[src/rtl/sdq_pkg.sv]
package sdq_pkg;

  // Fixed field widths of the request and result channels.
  localparam int unsigned TAG_BITS     = 8;
  localparam int unsigned IN_TIME_BITS = 8;
  localparam int unsigned OCC_BITS     = 5;

  // Operation codes carried on in_operation.
  typedef enum logic {
    OP_INSERT = 1'b0,
    OP_TICK   = 1'b1
  } sdq_op_t;

  // Per-cell control broadcast from the top level.
  typedef struct packed {
    logic insert;  // a job is being placed somewhere in the row
    logic pop;     // the head leaves, every cell takes its right neighbour
    logic dec;     // the head's time counts down by one (head cell only)
  } sdq_ctrl_t;

endpackage

[src/rtl/sdq_cell.sv]
module sdq_cell #(
  parameter int unsigned TIME_BITS = 8
) (
  input  logic                          clk,
  input  sdq_pkg::sdq_ctrl_t            ctrl,
  input  logic                          occupied,
  input  logic                          left_gt,
  input  logic [TIME_BITS-1:0]          new_time,
  input  logic [sdq_pkg::TAG_BITS-1:0]  new_tag,
  input  logic [TIME_BITS-1:0]          left_time,
  input  logic [sdq_pkg::TAG_BITS-1:0]  left_tag,
  input  logic [TIME_BITS-1:0]          right_time,
  input  logic [sdq_pkg::TAG_BITS-1:0]  right_tag,
  output logic                          gt,
  output logic [TIME_BITS-1:0]          time_out,
  output logic [sdq_pkg::TAG_BITS-1:0]  tag_out
);

  logic [TIME_BITS-1:0]         time_r, time_nxt;
  logic [sdq_pkg::TAG_BITS-1:0] tag_r, tag_nxt;

  // An empty cell, or one holding a later time, lies behind the new job.
  assign gt = !occupied || (time_r > new_time);

  always_comb begin
    time_nxt = time_r;
    tag_nxt  = tag_r;
    if (ctrl.insert && gt) begin
      if (left_gt) begin
        time_nxt = left_time;
        tag_nxt  = left_tag;
      end else begin
        time_nxt = new_time;
        tag_nxt  = new_tag;
      end
    end else if (ctrl.pop) begin
      time_nxt = right_time;
      tag_nxt  = right_tag;
    end else if (ctrl.dec) begin
      time_nxt = time_r - TIME_BITS'(1);
    end
  end

  always_ff @(posedge clk) begin
    time_r <= time_nxt;
    tag_r  <= tag_nxt;
  end

  assign time_out = time_r;
  assign tag_out  = tag_r;

endmodule

[src/rtl/sorted_countdown_queue.sv]
// Sorted countdown queue. Holds up to DEPTH jobs, each a tag and a remaining
// time, in a row of cells ordered by ascending time with the head in cell 0.
// An insert request is placed behind every held job of equal or lower time,
// so equal times keep their arrival order; all cells compare against the new
// time at once and the later ones shift one place right. A tick request acts
// on the head alone: if its time is at most one it leaves the row, its tag is
// reported with out_ready_res set and the row shifts left, otherwise its time
// counts down by one. An insert into a full queue is discarded and flagged on
// out_dropped. Every request yields exactly one result carrying the occupancy
// after it. A new request is taken every cycle while the result register is
// free or being emptied. No clearing pass follows reset.
module sorted_countdown_queue #(
  parameter int unsigned DEPTH     = 16,
  parameter int unsigned TIME_BITS = 8
) (
  input  logic                              clk,
  input  logic                              rst_n,

  input  logic                              in_valid,
  output logic                              in_stall,
  input  logic                              in_operation,
  input  logic [sdq_pkg::TAG_BITS-1:0]      in_job_tag,
  input  logic [sdq_pkg::IN_TIME_BITS-1:0]  in_job_time,

  output logic                              out_valid,
  input  logic                              out_stall,
  output logic                              out_ready_res,
  output logic [sdq_pkg::TAG_BITS-1:0]      out_ready_tag,
  output logic                              out_dropped,
  output logic [sdq_pkg::OCC_BITS-1:0]      out_occupancy
);

  localparam int unsigned CNT_BITS = $clog2(DEPTH + 1);

  // Job count, which also tells each cell whether it holds a job.
  logic [CNT_BITS-1:0] count_r, count_nxt;

  // Result register, separating the two handshakes.
  logic                         out_valid_r;
  logic                         ready_res_r;
  logic [sdq_pkg::TAG_BITS-1:0] ready_tag_r;
  logic                         dropped_r;
  logic [sdq_pkg::OCC_BITS-1:0] occupancy_r;

  logic                         accept;
  logic                         is_insert;
  logic                         is_tick;
  logic                         full;
  logic                         head_done;
  logic                         do_insert;
  logic                         do_pop;
  logic                         do_dec;
  logic [TIME_BITS-1:0]         new_time;

  logic [DEPTH-1:0]             occ;
  logic [DEPTH-1:0]             gt;
  logic [TIME_BITS-1:0]         cell_time [DEPTH];
  logic [sdq_pkg::TAG_BITS-1:0] cell_tag  [DEPTH];

  // A request is taken whenever the result register is empty or drains now.
  assign in_stall = out_valid_r && out_stall;
  assign accept   = in_valid && !in_stall;

  assign is_insert = (sdq_pkg::sdq_op_t'(in_operation) == sdq_pkg::OP_INSERT);
  assign is_tick   = (sdq_pkg::sdq_op_t'(in_operation) == sdq_pkg::OP_TICK);
  assign full      = (count_r == CNT_BITS'(DEPTH));

  // The low TIME_BITS bits of the requested time are kept.
  assign new_time = TIME_BITS'(in_job_time);

  // The head is finished when its time has reached one or zero.
  assign head_done = (cell_time[0] <= TIME_BITS'(1));

  assign do_insert = accept && is_insert && !full;
  assign do_pop    = accept && is_tick && (count_r != '0) && head_done;
  assign do_dec    = accept && is_tick && (count_r != '0) && !head_done;

  always_comb begin
    count_nxt = count_r;
    if (do_insert) begin
      count_nxt = count_r + CNT_BITS'(1);
    end else if (do_pop) begin
      count_nxt = count_r - CNT_BITS'(1);
    end
  end

  // The row of cells. Cell 0 is the head and alone sees the countdown.
  for (genvar i = 0; i < DEPTH; i++) begin : g_cell
    sdq_pkg::sdq_ctrl_t ctrl;

    assign occ[i]      = (CNT_BITS'(i) < count_r);
    assign ctrl.insert = do_insert;
    assign ctrl.pop    = do_pop;
    assign ctrl.dec    = (i == 0) ? do_dec : 1'b0;

    sdq_cell #(
      .TIME_BITS (TIME_BITS)
    ) u_cell (
      .clk        (clk),
      .ctrl       (ctrl),
      .occupied   (occ[i]),
      .left_gt    ((i == 0) ? 1'b0 : gt[(i == 0) ? 0 : i - 1]),
      .new_time   (new_time),
      .new_tag    (in_job_tag),
      .left_time  (cell_time[(i == 0) ? 0 : i - 1]),
      .left_tag   (cell_tag[(i == 0) ? 0 : i - 1]),
      .right_time (cell_time[(i == DEPTH - 1) ? i : i + 1]),
      .right_tag  (cell_tag[(i == DEPTH - 1) ? i : i + 1]),
      .gt         (gt[i]),
      .time_out   (cell_time[i]),
      .tag_out    (cell_tag[i])
    );
  end

  always_ff @(posedge clk) begin
    if (!rst_n) begin
      count_r     <= '0;
      out_valid_r <= 1'b0;
    end else begin
      count_r <= count_nxt;
      if (accept) begin
        out_valid_r <= 1'b1;
      end else if (!out_stall) begin
        out_valid_r <= 1'b0;
      end
    end
  end

  always_ff @(posedge clk) begin
    if (accept) begin
      ready_res_r <= do_pop;
      ready_tag_r <= do_pop ? cell_tag[0] : '0;
      dropped_r   <= is_insert && full;
      occupancy_r <= sdq_pkg::OCC_BITS'(count_nxt);
    end
  end

  assign out_valid     = out_valid_r;
  assign out_ready_res = ready_res_r;
  assign out_ready_tag = ready_tag_r;
  assign out_dropped   = dropped_r;
  assign out_occupancy = occupancy_r;

endmodule
[config.mk]
export PLATFORM = sky130hd
export DESIGN_NAME = sorted_countdown_queue
export DESIGN_NICKNAME = d
export VERILOG_FILES = /design/src/rtl/sdq_pkg.sv /design/src/rtl/sdq_cell.sv /design/src/rtl/sorted_countdown_queue.sv
export SDC_FILE = /design/constraint.sdc
export NUM_CORES = 1
export LEC_CHECK = 0
export ABC_AREA = 0
export BUFFER_PORTS_ARGS = -buffer_cell sky130_fd_sc_hd__buf_2
export CAP_MARGIN = 20
export CORE_ASPECT_RATIO = 0.7
export CORE_MARGIN = 3
export CORE_UTILIZATION = 45
export CTS_BUF_LIST = sky130_fd_sc_hd__clkbuf_4
export CTS_CLUSTER_SIZE = 16
export DETAILED_ROUTE_END_ITERATION = 8
export SETUP_SLACK_MARGIN = 0.1
export SYNTH_ARGS = -nofsm -noshare
export SYNTH_HDL_FRONTEND = slang
export SYNTH_SLANG_ARGS = --single-unit
[constraint.sdc]
create_clock -name clk -period 4.9 [get_ports clk]
set_input_delay 0.245 -clock clk [delete_from_list [all_inputs] [get_ports clk]]
set_output_delay 0.245 -clock clk [all_outputs]
set_load 0.005 [all_outputs]
==> summary by stage, run 1 <==
CTS
The clock sink count is around 280. The H-tree depth is 3. Clock-pin slew was measured on the worst setup and hold paths at approximately 60 ps.

Counting along the longest clock path gives a buffer depth of 3. At the later pin of the worst-skew pair, clock insertion delay measures 760 ps. In this run the clock root is driven by a sky130_fd_sc_hd__clkbuf_4. The clock buffer count from CTS is 74. TritonCTS built the clock tree. After clock tree synthesis, the setup repair step added 0 buffers.

Pwr
The cell area power density is slightly above 300 nW/um^2. The overall power after layout is around 5.8 mW. The highest ir drop seen on vdd is approximately 0.15 mV. In this run the static leakage power is roughly 7 nW.

Global routing
The global router's overall resource usage is between 20% and 30%. The initial antenna violation count was 1. After global routing the overflow that remains totals 0. The first global-routing pass estimated 81,700 um of wire. The pin count of the biggest net entering global routing is 36. The number of global-route vias before repair is 12,900.

Job
Across the run, the number of max-cap violations was 0.

Drt
The post-detailed-route via-to-cell ratio is between 6 and 7. The number of detailed-route iterations in the first pass is 6. After detailed routing, the number of remaining DRC violations is 0. The routed design has ~55,000 um of wire.

In this run, the number of DRC markers left after iteration 0 of detailed routing was approximately 1,500. In this run the remaining antenna-violating nets after routing total 0. Dividing the detail-routed wire length by the instance count gives roughly 25 um. The count of vias placed by the detailed router is ~13,000.

Finish
The share of layout cells above drive strength 1 is roughly 17%. The sequential cell area is approximately 8300 sq um. The fill cell instance count of the final layout is 3,380. From synthesis to final layout, the design area changed by 10.1%. For this run, the share of the core covered by cells in the final layout is 50.6%.

The number of nets at the end of the flow is 1,785. In the layout the commonest cells are sky130_fd_sc_hd__edfxtp_1 (271), sky130_fd_sc_hd__mux2i_1 (210), sky130_fd_sc_hd__o21ai_0 (208). Summing all multi-input logic gate instances after layout gives about 8500 sq um. The library cell used most frequently in the layout, excluding fill and tap cells, is sky130_fd_sc_hd__edfxtp_1.

STA
The post-route clock period utilization is 72.8%. The final hold slack is ~170 ps. The count of endpoints failing setup in the final report is 0. The worst path needs about 3600 ps of the cycle, external delays included. The upper clock frequency limit is ~280 MHz.

The final hold violation count is 0. Setup repair after global routing left no endpoint under its margin. In the final timing run, aggregate negative setup slack is 0 ps. The worst-case headroom to the max-slew limit is 31.5%. The max-slew violation count is 0. The post-route clock skew is roughly 39 ps. The slew of the pin with the lowest slew margin is 1030 ps.

Yosys
After synthesis, the largest area contributor takes up between 40% and 50% of total cell area. In this run, synthesis produced a sequential element count of about 280. Yosys printed 0 warnings. The synthesized design spends more area on one cell type than any other, namely sky130_fd_sc_hd__edfxtp_1. The count of distinct cell types in the synthesized netlist is between 50 and 60. By area the synthesized netlist is led by sky130_fd_sc_hd__edfxtp_1 (47%), sky130_fd_sc_hd__mux2i_1 (12%), sky130_fd_sc_hd__ha_1 (9.8%). The synthesized netlist net count is 1,726. The cell area after synthesis is ~17,000 sq um. Synthesis produced a netlist whose cell count is 1,571. Counting flops with a built-in enable in the synthesized netlist gives about 270. After synthesis, the share of flip-flops with an asynchronous set or reset is 0%.

The primary flip-flop cell chosen by synthesis mapping is sky130_fd_sc_hd__edfxtp_1. The sequential-to-total area share from yosys stat is roughly half. The average cell area after synthesis is 10.9 sq um.

Floorplan
The die covers about 41,000 sq um. The die is roughly 240 um wide. The region available for standard cell placement spans approximately 37,000 sq um. Measured along the y axis, the die boundary spans between 150 and 200 um. The initial utilization of the core area, before any placement, comes to 45.9%. The count of pins on the block boundary is 38. The row count is 59.

Worst setup path
Of all nets on the critical path, the largest fanout is 33. Among the stages of the critical path, the cell type that occurs most often is sky130_fd_sc_hd__buf_4. The class of the most critical setup path is reg2reg. The slowest stage of the critical path is the sky130_fd_sc_hd__dfxtp_1 cell.

The signal on the critical path passes through inv_1 -> ha_1 -> and4bb_2 -> nor3_4 -> buf_4 -> buf_4 -> and2_1 -> buf_4 -> or2_2. The nature of the critical path endpoint is a flip-flop. The data arrival time at the worst-slack endpoint is between 3000 and 4000 ps.

The biggest cell delay along the critical path is a little over 700 ps. The kind of start point of the critical path is a flip-flop. The required time of the worst setup path is approximately 5300 ps.

Place
The HPWL after detailed placement is between 30,000 and 40,000 um. Routability-driven placement finished with a final weighted congestion of 0.868. Input and output buffers added on the ports amount to 37.

Run status
The flow ran to the end, and the final reports show no timing, DRC or antenna violations.

Min path
The path class of the tightest hold or removal check is in2reg.
[metal layers]
layer  global-route usage [%]  vias to the layer above  part of all wire (%)
met4                     9.19                        2                   2.9
met5                     1.86                        -                  0.19
met2                     35.3                      656                    39
li1                         -                     6053                     -
met1                     40.8                     6425                    46
met3                     9.70                      101                    11
[state kept, by name (all words and copies together), names as in the netlist]
name and count:
count_r 5, g_cell.u_cell.tag_out 128, g_cell.u_cell.time_out 128, out_dropped 1, out_occupancy 5, out_ready_res 1, out_ready_tag 8, out_valid 1
[power by group]
part	internal, mW	switching, mW
registers	2.78	0.133
logic	0.292	0.525
clock network	1.06	1.02
[per-stage QoR]
stage          worst slack, ps  cells  area (sq um)
2_1_floorplan              976   1571         17200
4_1_cts                   1360   2165         18900
3_3_place_gp              1010   2036         18000
6_report                  1330   2167         18900
5_1_grt                   1240   2167         18900
3_5_place_dp               905   2037         18000
[Yosys cell counts (8+ instances only)]
cell / number
sky130_fd_sc_hd__a21o_1: 8
sky130_fd_sc_hd__a21oi_1: 148
sky130_fd_sc_hd__and2_1: 17
sky130_fd_sc_hd__buf_2: 24
sky130_fd_sc_hd__buf_4: 9
sky130_fd_sc_hd__clkbuf_1: 65
sky130_fd_sc_hd__edfxtp_1: 271
sky130_fd_sc_hd__ha_1: 134
sky130_fd_sc_hd__inv_1: 34
sky130_fd_sc_hd__mux2_2: 55
sky130_fd_sc_hd__mux2i_1: 210
sky130_fd_sc_hd__nand2_1: 173
sky130_fd_sc_hd__nand2b_1: 8
sky130_fd_sc_hd__nand4_1: 24
sky130_fd_sc_hd__nor2_1: 42
sky130_fd_sc_hd__nor2b_1: 16
sky130_fd_sc_hd__o211ai_1: 14
sky130_fd_sc_hd__o21a_1: 11
sky130_fd_sc_hd__o21ai_0: 209
sky130_fd_sc_hd__o21ai_1: 14
[path summary, 6_finish.rpt]
kind	startpoint	endpoint	slack, ps	cells past startpoint
setup / recovery	count_r[1]$_SDFF_PN0_	g_cell[9].u_cell.tag_out[5]$_DFFE_PP_	1330	9
hold / removal	in_job_time[6]	g_cell[0].u_cell.time_out[6]$_DFFE_PP_	170	3
setup reg to reg	count_r[1]$_SDFF_PN0_	g_cell[9].u_cell.tag_out[5]$_DFFE_PP_	1330	9
hold reg to reg	g_cell[15].u_cell.tag_out[0]$_DFFE_PP_	g_cell[14].u_cell.tag_out[0]$_DFFE_PP_	550	1
[cell families after synthesis]
family                     count (synthesis)  share of synthesized area [%]
buffers and inverters                    136                           3.41
AOI/OAI and AO/OA                        431                           13.7
adders and majority gates                134                           9.75
muxes                                    265                           15.8
DFF                                      277                           48.0
and+or+nand+nor                          318                           8.65
xor gates and xnor gates                  10                          0.640
[what timing repair did]
action / 4_1_cts / 5_1_grt
endpoints found under the hold margin: 7 / 0
hold buffers: 4 / 0
gates resized for setup: 0 / 0
[layout make-up]
type,count,share of cell area (%)
diodes,1,0.0132
repair buffers,84,2.92
multi-input cells,1158,44.7
well taps,488,3.23
clock inverters,16,0.476
clock buffers,108,4.28
inverters,35,0.720
flip-flops and latches,277,43.6
[critical path, delay by kind of cell (launching register included)]
family / cells / cell delay, ps
buf+inv: 4 / 1270
fa+ha+maj: 1 / 240
flops: 1 / 720
simple gates: 4 / 950
Power figures use the tool's default switching activity.
==> run 2, diff against run 1 <==
- clock period: 4.9 -> 3.5 ns (I/O delays scaled with it)
==> run 2 against run 1 <==
Maximum frequency up 20%. Die area did not move. Non-clock buffer count increased by 34. Wire length fell by 2.0%. Cell count grew 2.4%. Via count shrank 0.88%. Count of clock-buffer cells in the layout rose by 17. Total power grew 44%. Clock power rose by 49%. Design area is 2.0% higher. Core utilization grew 1.0 points. Sequential cell count is the same.
==> summary by stage, run 2 (same netlist as run 1, synthesis figures left out) <==
Run status
Outcome: completed (unchanged).

Worst setup path
The required time of the worst setup path is 3870 ps (was 5290 ps). The data arrival time at the worst-slack endpoint came to 3350 ps (was 3960 ps). The class of the most critical setup path is reg2reg (unchanged). The nature of the critical path endpoint is a flip-flop (unchanged). The worst-path maximum fanout is 26 (was 33). The kind of start point of the critical path is a flip-flop (unchanged).

Min path
The class of the tightest hold or removal check is in2reg (unchanged).

Pwr
The leakage power figure is 7.36 nW (was 7.11 nW). The part of the power in the clock network is 37.0% (was 35.7%). The switching component of the power is 2.39 mW (was 1.67 mW).

The highest ir drop seen on vdd is 0.239 mV (was 0.152 mV). The proportion of total power due to net switching is 28.7% (was 28.9%). The relative contribution of sequential cells to total power is 48.8% (was 50.2%).

The cell-internal power is 5.94 mW (was 4.13 mW). The cell area power density came to 431 nW/um^2 (was 306 nW/um^2). The part of the total power dissipated in combinational logic is 14.2% (was 14.1%).

STA
The post-route clock skew is 50.9 ps (was 38.9 ps). The post-layout minimum cycle time is 2980 ps (was 3570 ps). The worst-case headroom to the max-slew limit was 27.8% (was 31.5%).

The setup TNS is 0 ps (unchanged). The slew of the pin with the lowest slew margin is 1080 ps (was 1030 ps). RSZ-0062 raised after global routing: false (unchanged). The count of endpoints failing setup in the final report was 0 (unchanged). The post-route clock period utilization is 85.2% (was 72.8%). The max-slew violation count came to 0 (unchanged). The upper clock frequency limit came to 335 MHz (was 280 MHz). The final hold violation count is 0 (unchanged).

Drt
The remaining design rule violation count is 0 (unchanged). The iteration-0 DRC count of the detailed router is 1,396 (was 1,483). The post-detailed-route via-to-cell ratio is 5.91 (was 6.11). The final routed wirelength across all metal layers is 54,000 um (was 55,100 um). The mean routed wirelength per cell is 24.3 um (was 25.4 um).

The number of detailed-route iterations in the first pass is 7 (was 6). The number of nets still failing antenna checks after routing is 0 (unchanged). The count of vias placed by the detailed router is 13,100 (was 13,200).

CTS
The H-tree depth is 3 (unchanged). The clock tree from TritonCTS is built (unchanged). The post-CTS setup-driven buffer insertion count is 0 (unchanged). The clock buffer count from CTS came to 77 (was 74). The clock latency at the later pin of the worst-skew pair is 780 ps (was 760 ps). The clock sink count was 277 (unchanged).

The clock tree buffer depth is 3 (unchanged). The cell at the root of the clock tree was sky130_fd_sc_hd__clkbuf_4 (unchanged). The clock-pin slew reported for the worst setup and hold paths after clock tree synthesis is 60 ps (about the same).

Finish
The share of layout cells above drive strength 1 is 19.5% (was 17.0%). The sequential cell area came to 8260 sq um (unchanged). The layout overhead on the synthesized area is 12.4% (was 10.1%). The footprint of the multi-input gates is 8470 sq um (about the same). Most frequent cells in the layout: sky130_fd_sc_hd__edfxtp_1 (271), sky130_fd_sc_hd__mux2i_1 (210), sky130_fd_sc_hd__o21ai_0 (208) (unchanged). The post-route non-filler standard cell count is 2,219 (was 2,167).

The most common library cell in the layout ignoring fill and taps is sky130_fd_sc_hd__edfxtp_1 (unchanged). The fill cell instance count of the final layout is 3,357 (was 3,380). The number of nets at the end of the flow is 1,822 (was 1,785).

Global routing
The global router's overall resource usage is 26.9% (was 27.1%). The number of global-route vias before repair is 12,900 (about the same). The wire length of the first global-routing pass came to 81,400 um (was 81,700 um). The global route total overflow is 0 (unchanged). The pin count of the biggest net entering global routing is 36 (unchanged). The initial antenna violation count is 1 (unchanged).

Floorplan
The area inside the core boundary came to 37,400 sq um (unchanged). The count of pins on the block boundary is 38 (unchanged). The row count is 59 (unchanged).

The height of the die came to 170 um (unchanged). The floorplan die width is 240 um (unchanged). The die area is 40,600 sq um (unchanged). The initial core utilization is 45.9% (unchanged).

Place
The half-perimeter wire length after detailed placement is 38,200 um (was 38,500 um). The post-placement cell count is 2,071 (was 2,037). The number of buffers inserted by port buffering is 37 (unchanged). The routability congestion estimate was 0.842 (was 0.868).

Job
The number of max-cap violations is 0 (unchanged).
## run 2: worst max-delay path, cell delays in order (launching register included)
cell and delay, ps:
sky130_fd_sc_hd__dfxtp_1 570, sky130_fd_sc_hd__inv_1 160, sky130_fd_sc_hd__ha_1 240, sky130_fd_sc_hd__and4bb_2 280
sky130_fd_sc_hd__nor3_4 130, sky130_fd_sc_hd__buf_4 420, sky130_fd_sc_hd__and2_1 300, sky130_fd_sc_hd__or2_2 450
## run 2: per-stage QoR
| step | instance area, sq um | util (%) | total power [mW] | setup slack (ps) | hold slack (ps) |
|---|---|---|---|---|---|
| floorplan | 17200 | - | 4.80 | 229 | 293 |
| global placement | 18300 | 48.8 | 5.25 | 496 | 400 |
| detailed placement | 18300 | 48.8 | 5.28 | 624 | 402 |
| CTS | 19300 | 51.6 | 8.36 | 587 | 7.09 |
| global route | 19300 | 51.6 | 8.72 | 374 | 36.5 |
| finish | 19300 | 51.6 | 8.33 | 517 | 85.5 |
## run 2: worst paths after layout
kind	start	end	slack, ps	depth (start not counted)
setup reg to reg	count_r[1]$_SDFF_PN0_	g_cell[9].u_cell.tag_out[3]$_DFFE_PP_	520	7
setup / recovery	count_r[1]$_SDFF_PN0_	g_cell[9].u_cell.tag_out[3]$_DFFE_PP_	520	7
hold reg to reg	g_cell[15].u_cell.tag_out[5]$_DFFE_PP_	g_cell[14].u_cell.tag_out[5]$_DFFE_PP_	540	1
hold / removal	in_job_time[6]	g_cell[0].u_cell.time_out[6]$_DFFE_PP_	90	4
## run 2: layout make-up
| cell class | instances | area share (%) |
|---|---|---|
| inverter | 35 | 0.706 |
| tap | 488 | 3.16 |
| clock inverter | 16 | 0.317 |
| timing repair buffer | 118 | 4.32 |
| sequential | 277 | 42.7 |
| multi-input combinational | 1158 | 43.9 |
| clock buffer | 125 | 4.86 |
| antenna | 2 | 0.0259 |
## run 2: metal layers
layer | vias up | wire length, um | track usage, %
met4 | 0 | 1150 | 7.01
met5 | - | 0 | 0
li1 | 6136 | - | -
met2 | 552 | 20400 | 33.9
met3 | 84 | 5070 | 8.48
met1 | 6349 | 27400 | 43.1
## run 2: power by group through the flow
stage / combinational, mW / clock [mW] / sequential, mW
2_1_floorplan: 0.767 / 0 / 4.03
3_3_place_gp: 1.11 / 0 / 4.13
3_5_place_dp: 1.15 / 0 / 4.13
4_1_cts: 1.16 / 3.14 / 4.06
5_1_grt: 1.32 / 3.32 / 4.08
6_report: 1.18 / 3.08 / 4.07
## run 2: what timing repair did
item                                   in CTS  in global routing
gates resized for setup                     0                  0
setup endpoints to repair                   0                  0
endpoints found under the hold margin       8                  0
hold buffers                                5                  0
==> run 3, diff against run 2 <==
- CELL_PAD_IN_SITES_DETAIL_PLACEMENT: not set -> 0
- CELL_PAD_IN_SITES_GLOBAL_PLACEMENT: not set -> 1
- MAX_ROUTING_LAYER: not set -> met4
- PLACE_DENSITY_LB_ADDON: not set -> 0.1
==> run 3 against run 2 <==
Sequential power about the same. Non-clock buffer count increased by 5. Core utilization increased by 0.14 points. Critical endpoint is now g_cell[14].u_cell.tag_out[0]$_DFFE_PP_. Largest power group unchanged. Highest routed layer unchanged.
==> summary by stage, run 3 (same netlist as run 1, synthesis figures left out) <==
Place
The pre-CTS setup slack is 464 ps (was 624 ps). The half-perimeter wire length after detailed placement is 38,600 um (was 38,200 um). The routability congestion estimate is 0.915 (was 0.842).

The number of buffers inserted by port buffering is 37 (unchanged). The post-placement cell count is 2,074 (was 2,071). The cell area after placement is 18,400 sq um (was 18,300 sq um).

Pwr
The overall power after layout is 8.18 mW (was 8.33 mW). The relative contribution of sequential cells to total power is 49.6% (was 48.8%). The leakage power figure was 7.33 nW (was 7.36 nW). The proportion of total power due to net switching is 28.7% (about the same). The part of the power in the clock network is 36.0% (was 37.0%). The part of the total power dissipated in combinational logic was 14.4% (was 14.2%). The cell area power density is 422 nW/um^2 (was 431 nW/um^2).

The cell-internal power is 5.83 mW (was 5.94 mW). The switching component of the power came to 2.34 mW (was 2.39 mW). The highest ir drop seen on vdd was 0.203 mV (was 0.239 mV).

Worst setup path
The worst-path maximum fanout is 12 (was 26). The biggest cell delay along the critical path was 510 ps (was 570 ps). The cell repeated most along the worst path is sky130_fd_sc_hd__mux2_2. The cell with the largest stage delay on the worst path is sky130_fd_sc_hd__edfxtp_1 (was sky130_fd_sc_hd__dfxtp_1). The number of buffer and inverter instances along the worst setup path is 1 (was 2). The kind of start point of the critical path was a flip-flop (unchanged). The nature of the critical path endpoint is a flip-flop (unchanged). The data arrival time at the worst-slack endpoint is 3480 ps (was 3350 ps). List of cells traversed by the critical path: ha_1 -> nor2b_1 -> o211ai_1 -> a211oi_1 -> nor3_2 -> buf_4 -> mux2_2 -> mux2_2 (was inv_1 -> ha_1 -> and4bb_2 -> nor3_4 -> buf_4 -> and2_1 -> or2_2). The dominant delay contributor by cell family on the critical path is multiplexers (was simple AND/OR/NAND/NOR gates). The class of the most critical setup path is reg2reg (unchanged). The required time of the worst setup path came to 3980 ps (was 3870 ps).

Finish
The number of nets at the end of the flow is 1,823 (was 1,822). The share of layout cells above drive strength 1 is 19.2% (was 19.5%). Most frequent cells in the layout: sky130_fd_sc_hd__edfxtp_1 (271), sky130_fd_sc_hd__mux2i_1 (210), sky130_fd_sc_hd__o21ai_0 (208) (unchanged).

The finished layout cell area is 19,400 sq um (was 19,300 sq um). The post-route non-filler standard cell count is 2,205 (was 2,219). The most common library cell in the layout ignoring fill and taps is sky130_fd_sc_hd__edfxtp_1 (unchanged).

The layout overhead on the synthesized area was 12.7% (was 12.4%).

CTS
The post-CTS resize count was 0 (unchanged). The H-tree depth is 3 (unchanged). The hold buffer count at CTS is 6 (was 5). The clock sink count is 277 (unchanged). The clock-pin slew reported for the worst setup and hold paths after clock tree synthesis is 80 ps (was 60 ps).

The clock tree buffer depth is 3 (unchanged). The cell at the root of the clock tree is sky130_fd_sc_hd__clkbuf_4 (unchanged). The post-CTS setup-driven buffer insertion count was 0 (unchanged). The clock tree from TritonCTS is built (unchanged). The clock buffer count from CTS is 73 (was 77). The clock latency at the later pin of the worst-skew pair is 780 ps (about the same).

STA
The setup TNS is 0 ps (unchanged). The max-slew violation count is 0 (unchanged). RSZ-0062 raised after global routing: false (unchanged).

The worst-case headroom to the max-slew limit is 47.2% (was 27.8%). The upper clock frequency limit came to 333 MHz (was 335 MHz). The slack of the critical path is 500 ps (was 517 ps).

The post-route clock period utilization is 85.7% (was 85.2%). The count of endpoints failing setup in the final report was 0 (unchanged). The post-route clock skew was 67.1 ps (was 50.9 ps). The slew of the pin with the lowest slew margin is 787 ps (was 1080 ps). The post-layout minimum cycle time is 3000 ps (was 2980 ps). The final hold violation count is 0 (unchanged).

Global routing
The global router's overall resource usage is 27.0% (was 26.9%). The initial antenna violation count is 2 (was 1). The number of global-route vias before repair is 13,000 (was 12,900). The global route total overflow is 0 (unchanged). The wire length of the first global-routing pass is 80,100 um (was 81,400 um).

The pin count of the biggest net entering global routing is 50 (was 36).

Floorplan
The initial core utilization was 45.9% (unchanged). The die area is 40,600 sq um (unchanged). The count of pins on the block boundary is 38 (unchanged). The row count was 59 (unchanged). The height of the die is 170 um (unchanged). The area inside the core boundary is 37,400 sq um (unchanged). The floorplan die width was 240 um (unchanged).

Drt
The number of nets still failing antenna checks after routing is 0 (unchanged). The post-detailed-route via-to-cell ratio was 5.94 (was 5.91). The mean routed wirelength per cell is 23.9 um (was 24.3 um).

The number of detailed-route iterations in the first pass is 5 (was 7). The count of vias placed by the detailed router is 13,100 (about the same). The remaining design rule violation count came to 0 (unchanged). The final routed wirelength across all metal layers came to 52,600 um (was 54,000 um). The iteration-0 DRC count of the detailed router came to 1,109 (was 1,396).

Job
The number of max-cap violations came to 0 (unchanged).

Min path
The class of the tightest hold or removal check was in2reg (unchanged).

Run status
Outcome: completed (unchanged).
## run 3: cell types whose count changed in the layout (fill, tap and decap cells not counted), moves of 2 or more
cell                         change
sky130_fd_sc_hd__inv_2           -5
sky130_fd_sc_hd__clkinvlp_4      +4
sky130_fd_sc_hd__inv_6           +2
sky130_fd_sc_hd__clkbuf_4       -16
sky130_fd_sc_hd__buf_4           -2
sky130_fd_sc_hd__clkinv_2        +2
sky130_fd_sc_hd__clkinv_1        -7
sky130_fd_sc_hd__buf_12          +6
## run 3: power by group through the flow
stage	clock (mW)	combinational, mW	sequential (mW)
detailed placement	0	1.16	4.12
CTS	3.00	1.17	4.05
global route	3.18	1.32	4.07
floorplan	0	0.767	4.03
finish	2.94	1.18	4.06
global placement	0	1.13	4.13
## run 3: layout make-up
type | instances | area [sq um]
clock buffer | 109 | 818
antenna | 2 | 5.00
fill | 3397 | 18100
timing repair buffer | 123 | 966
clock inverter | 13 | 104
multi-input combinational | 1158 | 8470
sequential | 277 | 8260
tap | 488 | 611
inverter | 35 | 136
## run 3: path summary, 6_finish.rpt
path / from / to / slack [ps] / depth (start not counted)
setup / recovery: g_cell[13].u_cell.time_out[1]$_DFFE_PP_ / g_cell[14].u_cell.tag_out[0]$_DFFE_PP_ / 500 / 8
hold / removal: in_job_time[5] / g_cell[0].u_cell.time_out[5]$_DFFE_PP_ / 60 / 4
setup reg to reg: g_cell[13].u_cell.time_out[1]$_DFFE_PP_ / g_cell[14].u_cell.tag_out[0]$_DFFE_PP_ / 500 / 8
hold reg to reg: g_cell[15].u_cell.tag_out[2]$_DFFE_PP_ / g_cell[14].u_cell.tag_out[2]$_DFFE_PP_ / 530 / 1
## run 3: layer usage
layer	track usage (%)	vias up	wire length, um
met5	-	-	0
met2	34.4	452	20300
met3	7.15	74	4410
met1	41.9	6444	26900
li1	-	6125	-
met4	6.57	0	973
## run 3: worst reg2reg max path, delay by kind of cell (launching register included)
kind	cells	cell delay, ps
adder cells (fa/ha/maj)	1	410
AND/OR/NAND/NOR	2	560
buffers and inverters	1	310
multiplexers	2	630
flip-flops	1	510
AO/OA/AOI/OAI	2	300
## run 3: per-stage QoR
step	hold slack (ps)	utilization, %
2_1_floorplan	293	-
3_3_place_gp	395	49.0
3_5_place_dp	403	49.0
4_1_cts	7.51	51.7
5_1_grt	31.9	51.8
6_report	56.4	51.8
